## src/rtl/kms_pkg.sv

```systemverilog
// Shared types, register codes and bit-level helpers for the k-mer mismatch search.
// Used by kms_cell, kmer_mismatch_search_top and the testbench; no dependencies.
`default_nettype none

package kms_pkg;

    localparam int NUM_SLOTS  = 32;
    localparam int NUM_BASES  = 32;
    localparam int CODE_W     = 2 * NUM_BASES;

    // configuration register indexes
    localparam logic [1:0] REG_MISMATCH_LIMIT = 2'd0;
    localparam logic [1:0] REG_KMER_LENGTH    = 2'd1;
    localparam logic [1:0] REG_ACTIVE_QUERIES = 2'd2;
    localparam logic [1:0] REG_USE_REVERSE    = 2'd3;

    // input item kinds
    localparam logic KIND_LOAD   = 1'b0;
    localparam logic KIND_SEARCH = 1'b1;

    // one position of the result chain
    typedef struct packed {
        logic       hit;
        logic [4:0] slot;
        logic       rev;
        logic [5:0] count;
    } t_stage;

    // control broadcast to every cell
    typedef struct packed {
        logic       load;
        logic       start;
        logic       shift;
        logic [4:0] entry;
        logic [5:0] active;
        logic       use_rev;
        logic [5:0] limit;
    } t_cell_ctl;

    // mismatching bases: fold each symbol pair of the XOR, then a popcount tree
    function automatic logic [5:0] base_diffs(input logic [CODE_W-1:0] a,
                                              input logic [CODE_W-1:0] b);
        logic [CODE_W-1:0] d;
        logic [31:0]       x;
        int                i;
        d = a ^ b;
        for (i = 0; i < 32; i++) begin
            x[i] = d[2*i] | d[2*i+1];
        end
        x = (x & 32'h5555_5555) + ((x >> 1) & 32'h5555_5555);
        x = (x & 32'h3333_3333) + ((x >> 2) & 32'h3333_3333);
        x = (x & 32'h0f0f_0f0f) + ((x >> 4) & 32'h0f0f_0f0f);
        x = x + (x >> 8);
        x = x + (x >> 16);
        return x[5:0];
    endfunction

    // reverse complement over len bases; zero length gives zero
    function automatic logic [CODE_W-1:0] rev_comp(input logic [CODE_W-1:0] code,
                                                   input logic [5:0] len);
        logic [5:0]        lenc;
        logic [5:0]        src;
        logic [CODE_W-1:0] sh;
        logic [CODE_W-1:0] r;
        int                p;
        lenc = (len > 6'(NUM_BASES)) ? 6'(NUM_BASES) : len;
        r    = '0;
        for (p = 0; p < NUM_BASES; p++) begin
            src = lenc - 6'(p) - 6'd1;
            sh  = code >> {src[4:0], 1'b0};
            if (6'(p) < lenc) begin
                r[2*p +: 2] = sh[1:0] ^ 2'b11;
            end
        end
        return r;
    endfunction

endpackage

`default_nettype wire

```

## src/rtl/kms_cell.sv

```systemverilog
// One cell of the compare chain: holds one query slot (forward and reverse
// complement) and two result stages that shift towards cell 0. Uses kms_pkg.
`default_nettype none

module kms_cell (
    input  wire logic                          i_clk,
    input  wire logic                          i_rst_n,
    input  wire logic [4:0]                    i_slot,
    input  wire kms_pkg::t_cell_ctl            i_ctl,
    input  wire logic [kms_pkg::CODE_W-1:0]    i_code,
    input  wire logic [kms_pkg::CODE_W-1:0]    i_rev_code,
    input  wire kms_pkg::t_stage               i_fwd_next,
    input  wire kms_pkg::t_stage               i_rev_next,
    output kms_pkg::t_stage                    o_fwd,
    output kms_pkg::t_stage                    o_rev
);

    logic [kms_pkg::CODE_W-1:0] r_fwd_code;
    logic [kms_pkg::CODE_W-1:0] r_rev_code;
    kms_pkg::t_stage            r_fwd;
    kms_pkg::t_stage            r_rev;
    logic [5:0]                 fwd_cnt;
    logic [5:0]                 rev_cnt;
    logic                       in_use;

    // query storage, written by a load item addressed to this slot
    always_ff @(posedge i_clk) begin
        if (i_ctl.load && (i_ctl.entry == i_slot)) begin
            r_fwd_code <= i_code;
            r_rev_code <= i_rev_code;
        end
    end

    // compare against the target on the broadcast bus
    always_comb begin
        fwd_cnt = kms_pkg::base_diffs(i_code, r_fwd_code);
        rev_cnt = kms_pkg::base_diffs(i_code, r_rev_code);
        in_use  = {1'b0, i_slot} < i_ctl.active;
    end

    // result stages: capture on a search, otherwise hand along the chain
    always_ff @(posedge i_clk) begin
        if (!i_rst_n) begin
            r_fwd <= '0;
            r_rev <= '0;
        end else if (i_ctl.start) begin
            r_fwd.hit   <= in_use && (fwd_cnt <= i_ctl.limit);
            r_fwd.slot  <= i_slot;
            r_fwd.rev   <= 1'b0;
            r_fwd.count <= fwd_cnt;
            r_rev.hit   <= in_use && i_ctl.use_rev && (rev_cnt <= i_ctl.limit);
            r_rev.slot  <= i_slot;
            r_rev.rev   <= 1'b1;
            r_rev.count <= rev_cnt;
        end else if (i_ctl.shift) begin
            r_fwd <= i_fwd_next;
            r_rev <= i_rev_next;
        end
    end

    assign o_fwd = r_fwd;
    assign o_rev = r_rev;

endmodule

`default_nettype wire

```

## config.mk

```make
export PLATFORM = sky130hd
export DESIGN_NAME = kms_cell
export DESIGN_NICKNAME = d
export VERILOG_FILES = /design/src/rtl/kms_pkg.sv /design/src/rtl/kms_cell.sv
export SDC_FILE = /design/constraint.sdc
export NUM_CORES = 1
export LEC_CHECK = 0
export BUFFER_PORTS_ARGS = -buffer_cell sky130_fd_sc_hd__buf_2
export CAP_MARGIN = 10
export CORE_MARGIN = 10
export CORE_UTILIZATION = 59
export DETAILED_ROUTE_END_ITERATION = 10
export HOLD_SLACK_MARGIN = 0.08
export PLACE_DENSITY = 0.91
export SKIP_CTS_REPAIR_TIMING = 1
export SYNTH_ARGS = -nofsm -noshare
export SYNTH_HDL_FRONTEND = slang
export SYNTH_SLANG_ARGS = --single-unit
```

## constraint.sdc

```tcl
create_clock -name i_clk -period 14.5 [get_ports i_clk]
set_input_delay 2.9 -clock i_clk [delete_from_list [all_inputs] [get_ports i_clk]]
set_output_delay 2.9 -clock i_clk [all_outputs]
set_load 0.005 [all_outputs]
```

[After elaboration in Yosys (flattened, before gate mapping)]
Index checks and enable logic that the tools add are counted.
Storage, ports and cells
  logic and storage cells: 101
  input bits: 182
  flip-flop bits (word level): 154
  output and inout bits: 26
Operators by class
  eq/ne operators: 1
  add/sub/neg operators: 10
  magnitude comparators: 3
  mux-type cells: 4
  reduce and logical (&&, ||, !) cells: 6
  bitwise gates (word level): 67
Operator list (count)
  64-bit XOR: 2
  31-bit by 31-bit adder with 32-bit output: 2
  1-bit OR: 64
  30-bit by 30-bit adder with 31-bit output: 2
  28-bit by 27-bit adder with 29-bit output: 2
  13-bit 2-to-1 mux: 4
  22-bit by 21-bit adder with 22-bit output: 2
  6-bit adder: 2
  6-bit <= comparator: 2
  5-bit by 6-bit < comparator with 1-bit output: 1
  5-bit == test: 1
  1-bit logical AND: 4
  2-bit nonzero test: 1
  2-bit OR reduction: 1
  1-bit inverter: 1

[Depth between registers and ports, before layout]
  depth in word-level cells: 10
  depth in mapped cells: 21
  depth with buffers taken out: 21

[Worst setup path after synthesis]
No wires, ideal clock.
  path type: input to register
  start point: in i_code[8] (netlist name)
  end point: reg r_rev (netlist bit o_rev[12])
  buffers on the path: 0
  slack: 7.403 ns
  stages: 18
  library setup time: 0.069 ns
  data arrival time: 7.028 ns
  cell sequence: xnor2_1 nand2_1 ha_1 ha_1 fa_1 fa_1 inv_1 fa_1 inv_1 fa_1 a21o_1 a21oi_2 xnor2_2 ha_1 a21oi_1 a21boi_0 o32a_1 o21ai_1
On the way
  cells in the longest elaborated chain, start to end: 10
Ends and longest elaborated chain
  start: declaration: line kms_cell.sv:10  | input wire logic [kms_pkg::CODE_W-1:0] i_code,
  64-bit XOR: line kms_pkg.sv:46  | d = a ^ b;
  1-bit OR: line kms_pkg.sv:48  | x[i] = d[2*i] | d[2*i+1];
  31-bit by 31-bit adder with 32-bit output: line kms_pkg.sv:50  | x = (x & 32'h5555_5555) + ((x >> 1) & 32'h5555_5555);
  30-bit by 30-bit adder with 31-bit output: line kms_pkg.sv:51  | x = (x & 32'h3333_3333) + ((x >> 2) & 32'h3333_3333);
  28-bit by 27-bit adder with 29-bit output: line kms_pkg.sv:52  | x = (x & 32'h0f0f_0f0f) + ((x >> 4) & 32'h0f0f_0f0f);
  22-bit by 21-bit adder with 22-bit output: line kms_pkg.sv:53  | x = x + (x >> 8);
  6-bit adder: line kms_pkg.sv:54  | x = x + (x >> 16);
  6-bit <= comparator: line kms_cell.sv:51  | r_rev.hit <= in_use && i_ctl.use_rev && (rev_cnt <= i_ctl.limit);
  1-bit logical AND: line kms_cell.sv:51
  13-bit 2-to-1 mux: line kms_cell.sv:46  | end else if (i_ctl.start) begin
  end signal: assignment: line kms_cell.sv:57  | r_rev <= i_rev_next;
  end: declaration: line kms_cell.sv:21  | kms_pkg::t_stage r_rev;
No other way between the ends.
A chain may end at the register's enable or synchronous reset.

[Worst setup path after layout]
  start point: in i_code[56] (netlist name)
  end point: reg r_rev (netlist bit o_rev[12])
Same word-level chain as after synthesis.

==> results_dict.tcl <==
set metrics [dict create \
    start_util_pct 60.5 \
    num_rows 45 \
    most-common-layout-cells "buf_2 (207), xnor2_1 (143), edfxtp_1 (128)" \
    dr_total_vias 6075 \
    drc 0 \
    first_pass_iters 4 \
    rr_startpoint "r_rev_code[8]" \
    io_pins 208 \
    antenna_left 0 \
    irDropWorstVdd_uv 261 \
    synth_area_per_cell_um2 12.7 \
    cts.sinks 154 \
    nets 1271 \
    cts_tree "built" \
    wire_per_inst_um 17.3 \
    finClkSkew_ns 0.00755 \
    antenna_cells 0 \
    setup_viol 0 \
    grt_max_degree 75 \
    syn_nets 1053 \
    io_buffer_count 207 \
    htree_num_levels 4 \
    die_w_um 145 \
    crit_path_start_kind "input port" \
    path_clk_slew_ns 0.06 \
    dieHeight_um 145 \
    grt_first_pass_wirelength_um 32600 \
    synth_area_um2 9270 \
    insertion_delay_ns 0.43 \
    hold_depth 2 \
    syn_to_final_growth_pct 19.6 \
    min_period_ns 7.24 \
    synthAdderAreaFrac_pct 21.9 \
    leakage_nw 4.88 \
    setup_tns_ns 0 \
    cp_max_fo 3 \
    total_power_mw 2.63 \
    finalHoldViolCount 0 \
    regToRegEndpoint "o_rev[12]" \
    vias_per_cell 5.20 \
    synth-simple-area-share_pct 4.82 \
    synth-seq-cells 154 \
    postSynthCellCount 727 \
    clk_path_buf_depth 2 \
    rsz0062_at_grt "no" \
    switching_power_mw 1.10 \
    crit_arrival_ns 7.59 \
    status "finished, final reports clean" \
    slew_headroom_pct 36.6 \
    seq_area_frac_synth_pct 47.1 \
    grt_util_all_layers_pct 19.1 \
    intPower_mw 1.54 \
    drive_above_1_share_pct 25.6 \
    hp-start "o_rev[12]" \
    yosys.cell_types.count 38 \
    clkPwrFrac_pct 16.3 \
    comb_power_share_pct 64.0 \
    min_path_type "reg -> reg" \
    dp_hpwl_um 16200 \
    worst_pin_slew_ns 0.951 \
    power_frac_seq_pct 19.7 \
    grt_pass1_vias 6599 \
    core_area_um2 15300 \
    synth.mux.area_fraction_pct 2.51 \
    crit_required_ns 14.86 \
    dpl_cell_area_um2 10500 \
    ys_warn_count 0 \
    drv_cap 0 \
    synth_xor_area_share_pct 14.8 \
    layout_commonest_cell "buf_2" \
    max_freq_mhz 138 \
    slew_violations 0 \
    synth_top_family_by_area "adder cells" \
    rrSetupSlack_ns 9.43 \
    dieArea_um2 21100 \
    dr.first_iter.drc_count 262 \
    whs_endpoint "o_rev[12]" \
    crit_path_end_kind "flip-flop" \
    timing.final.crit_share_pct 49.9 \
    numCtsBuffers 17 \
    r2r_cells 19 \
    gp_congestion 0.824 \
    synth-compound-area-share_pct 6.09 \
    crit_type "in -> reg" \
    p_sw_share_pct 41.6 \
    drt_wl_total_um 20300 \
    antenna_found_initial 0 \
    overflow 0 \
    final_area_um2 11100 \
    utilization_pct 72.3 \
    power.density_nw_per_um2 238 \
    clockRootBuffer "clkbuf_16" \
]
## state kept, by name, indices dropped and copies added, names as in the netlist
name,flops
o_fwd,13
o_rev,13
r_fwd_code,64
r_rev_code,64
## through the flow
| step | worst slack, ns | hold WS (ns) | cells |
|---|---|---|---|
| 6_report | 7.26 | 0.544 | 1169 |
| 3_5_place_dp | 6.86 | 0.523 | 1137 |
| 2_1_floorplan | 7.40 | 0.485 | 727 |
| 4_1_cts | 7.28 | 0.539 | 1169 |
| 3_3_place_gp | 6.98 | 0.500 | 1137 |
| 5_1_grt | 7.03 | 0.580 | 1169 |
## critical path, cell delays in order
cell	delay (ns)
buf_2	0.12
xnor2_1	0.14
nand2_1	0.09
ha_1	0.30
ha_1	0.21
fa_1	0.51
inv_1	0.07
fa_1	0.61
inv_1	0.06
ha_1	0.28
a21o_1	0.17
a21oi_1	0.17
xnor2_1	0.15
ha_1	0.30
nor2b_1	0.14
o21ai_0	0.31
nand2_1	0.11
ha_1	0.31
a21boi_0	0.15
o32a_1	0.35
o21ai_1	0.12
## kinds of logic (layout without fill, tap and decap cells)
group / Yosys count / count (layout)
xor+xnor: 155 / 155
flops: 154 / 154
fa+ha+maj: 144 / 144
simple gates: 104 / 104
compound gates: 86 / 86
buf+inv: 61 / 292
mux: 23 / 23
## cells in the mapped netlist
library cell / count / share of area [%]
a211oi_1: 11 / 0.89
a21boi_0: 1 / 0.081
a21o_1: 26 / 2.1
a21oi_1: 24 / 1.3
a21oi_2: 2 / 0.19
a31oi_1: 2 / 0.14
and3_1: 1 / 0.068
buf_12: 1 / 0.22
buf_2: 1 / 0.054
buf_4: 1 / 0.081
buf_6: 1 / 0.12
clkbuf_1: 5 / 0.20
dfxtp_1: 26 / 5.6
edfxtp_1: 128 / 41
fa_1: 30 / 6.5
ha_1: 114 / 15
inv_1: 52 / 2.1
mux2_2: 2 / 0.24
mux2i_1: 21 / 2.3
nand2_1: 69 / 2.8
nand2b_1: 6 / 0.41
nand3_1: 3 / 0.16
nand4_1: 2 / 0.14
nand4b_1: 1 / 0.095
nor2_1: 12 / 0.49
nor2b_1: 9 / 0.61
nor4_1: 1 / 0.068
o2111ai_1: 1 / 0.095
o21ai_0: 12 / 0.65
o21ai_1: 2 / 0.11
o21bai_1: 1 / 0.081
o22a_2: 1 / 0.11
o22ai_1: 1 / 0.068
o32a_1: 1 / 0.11
o32ai_2: 1 / 0.18
xnor2_1: 143 / 14
xnor2_2: 2 / 0.35
xor2_1: 10 / 0.95
## layer usage
| metal | part of all wire [%] | global-route usage, % | vias up |
|---|---|---|---|
| met3 | 6.9 | 5.68 | 22 |
| met2 | 51 | 33.5 | 228 |
| li1 | - | - | 2970 |
| met5 | 0 | 0 | - |
| met1 | 41 | 22.1 | 2855 |
| met4 | 1.3 | 5.66 | 0 |
## final cells by class
class	count	area (um^2)
Tap cell	211	264
Sequential cell	154	4360
Inverter	52	195
Clock inverter	11	124
Multi-Input combinational cell	512	4650
Fill cell	1062	4240
Timing Repair Buffer	208	1040
Clock buffer	21	440
## worst max path at each step
stage,end,slack [ns],start
after detailed placement,o_rev[12],6.86,i_code[56]
after global placement,o_rev[12],6.98,i_code[8]
after floorplan,o_rev[12],7.40,i_code[8]
after CTS,o_rev[12],7.28,i_code[60]
after global routing,o_rev[12],7.03,i_code[30]
final,o_rev[12],7.26,i_code[56]
## power by group through the flow
stage	registers, mW	clock network [mW]	logic (mW)
6_report	0.519	0.429	1.69
5_1_grt	0.521	0.455	1.88
4_1_cts	0.519	0.434	1.68
3_5_place_dp	0.528	0	1.65
3_3_place_gp	0.526	0	1.58
2_1_floorplan	0.530	0	1.25
No activity file was read; power rests on OpenSTA's default activity.
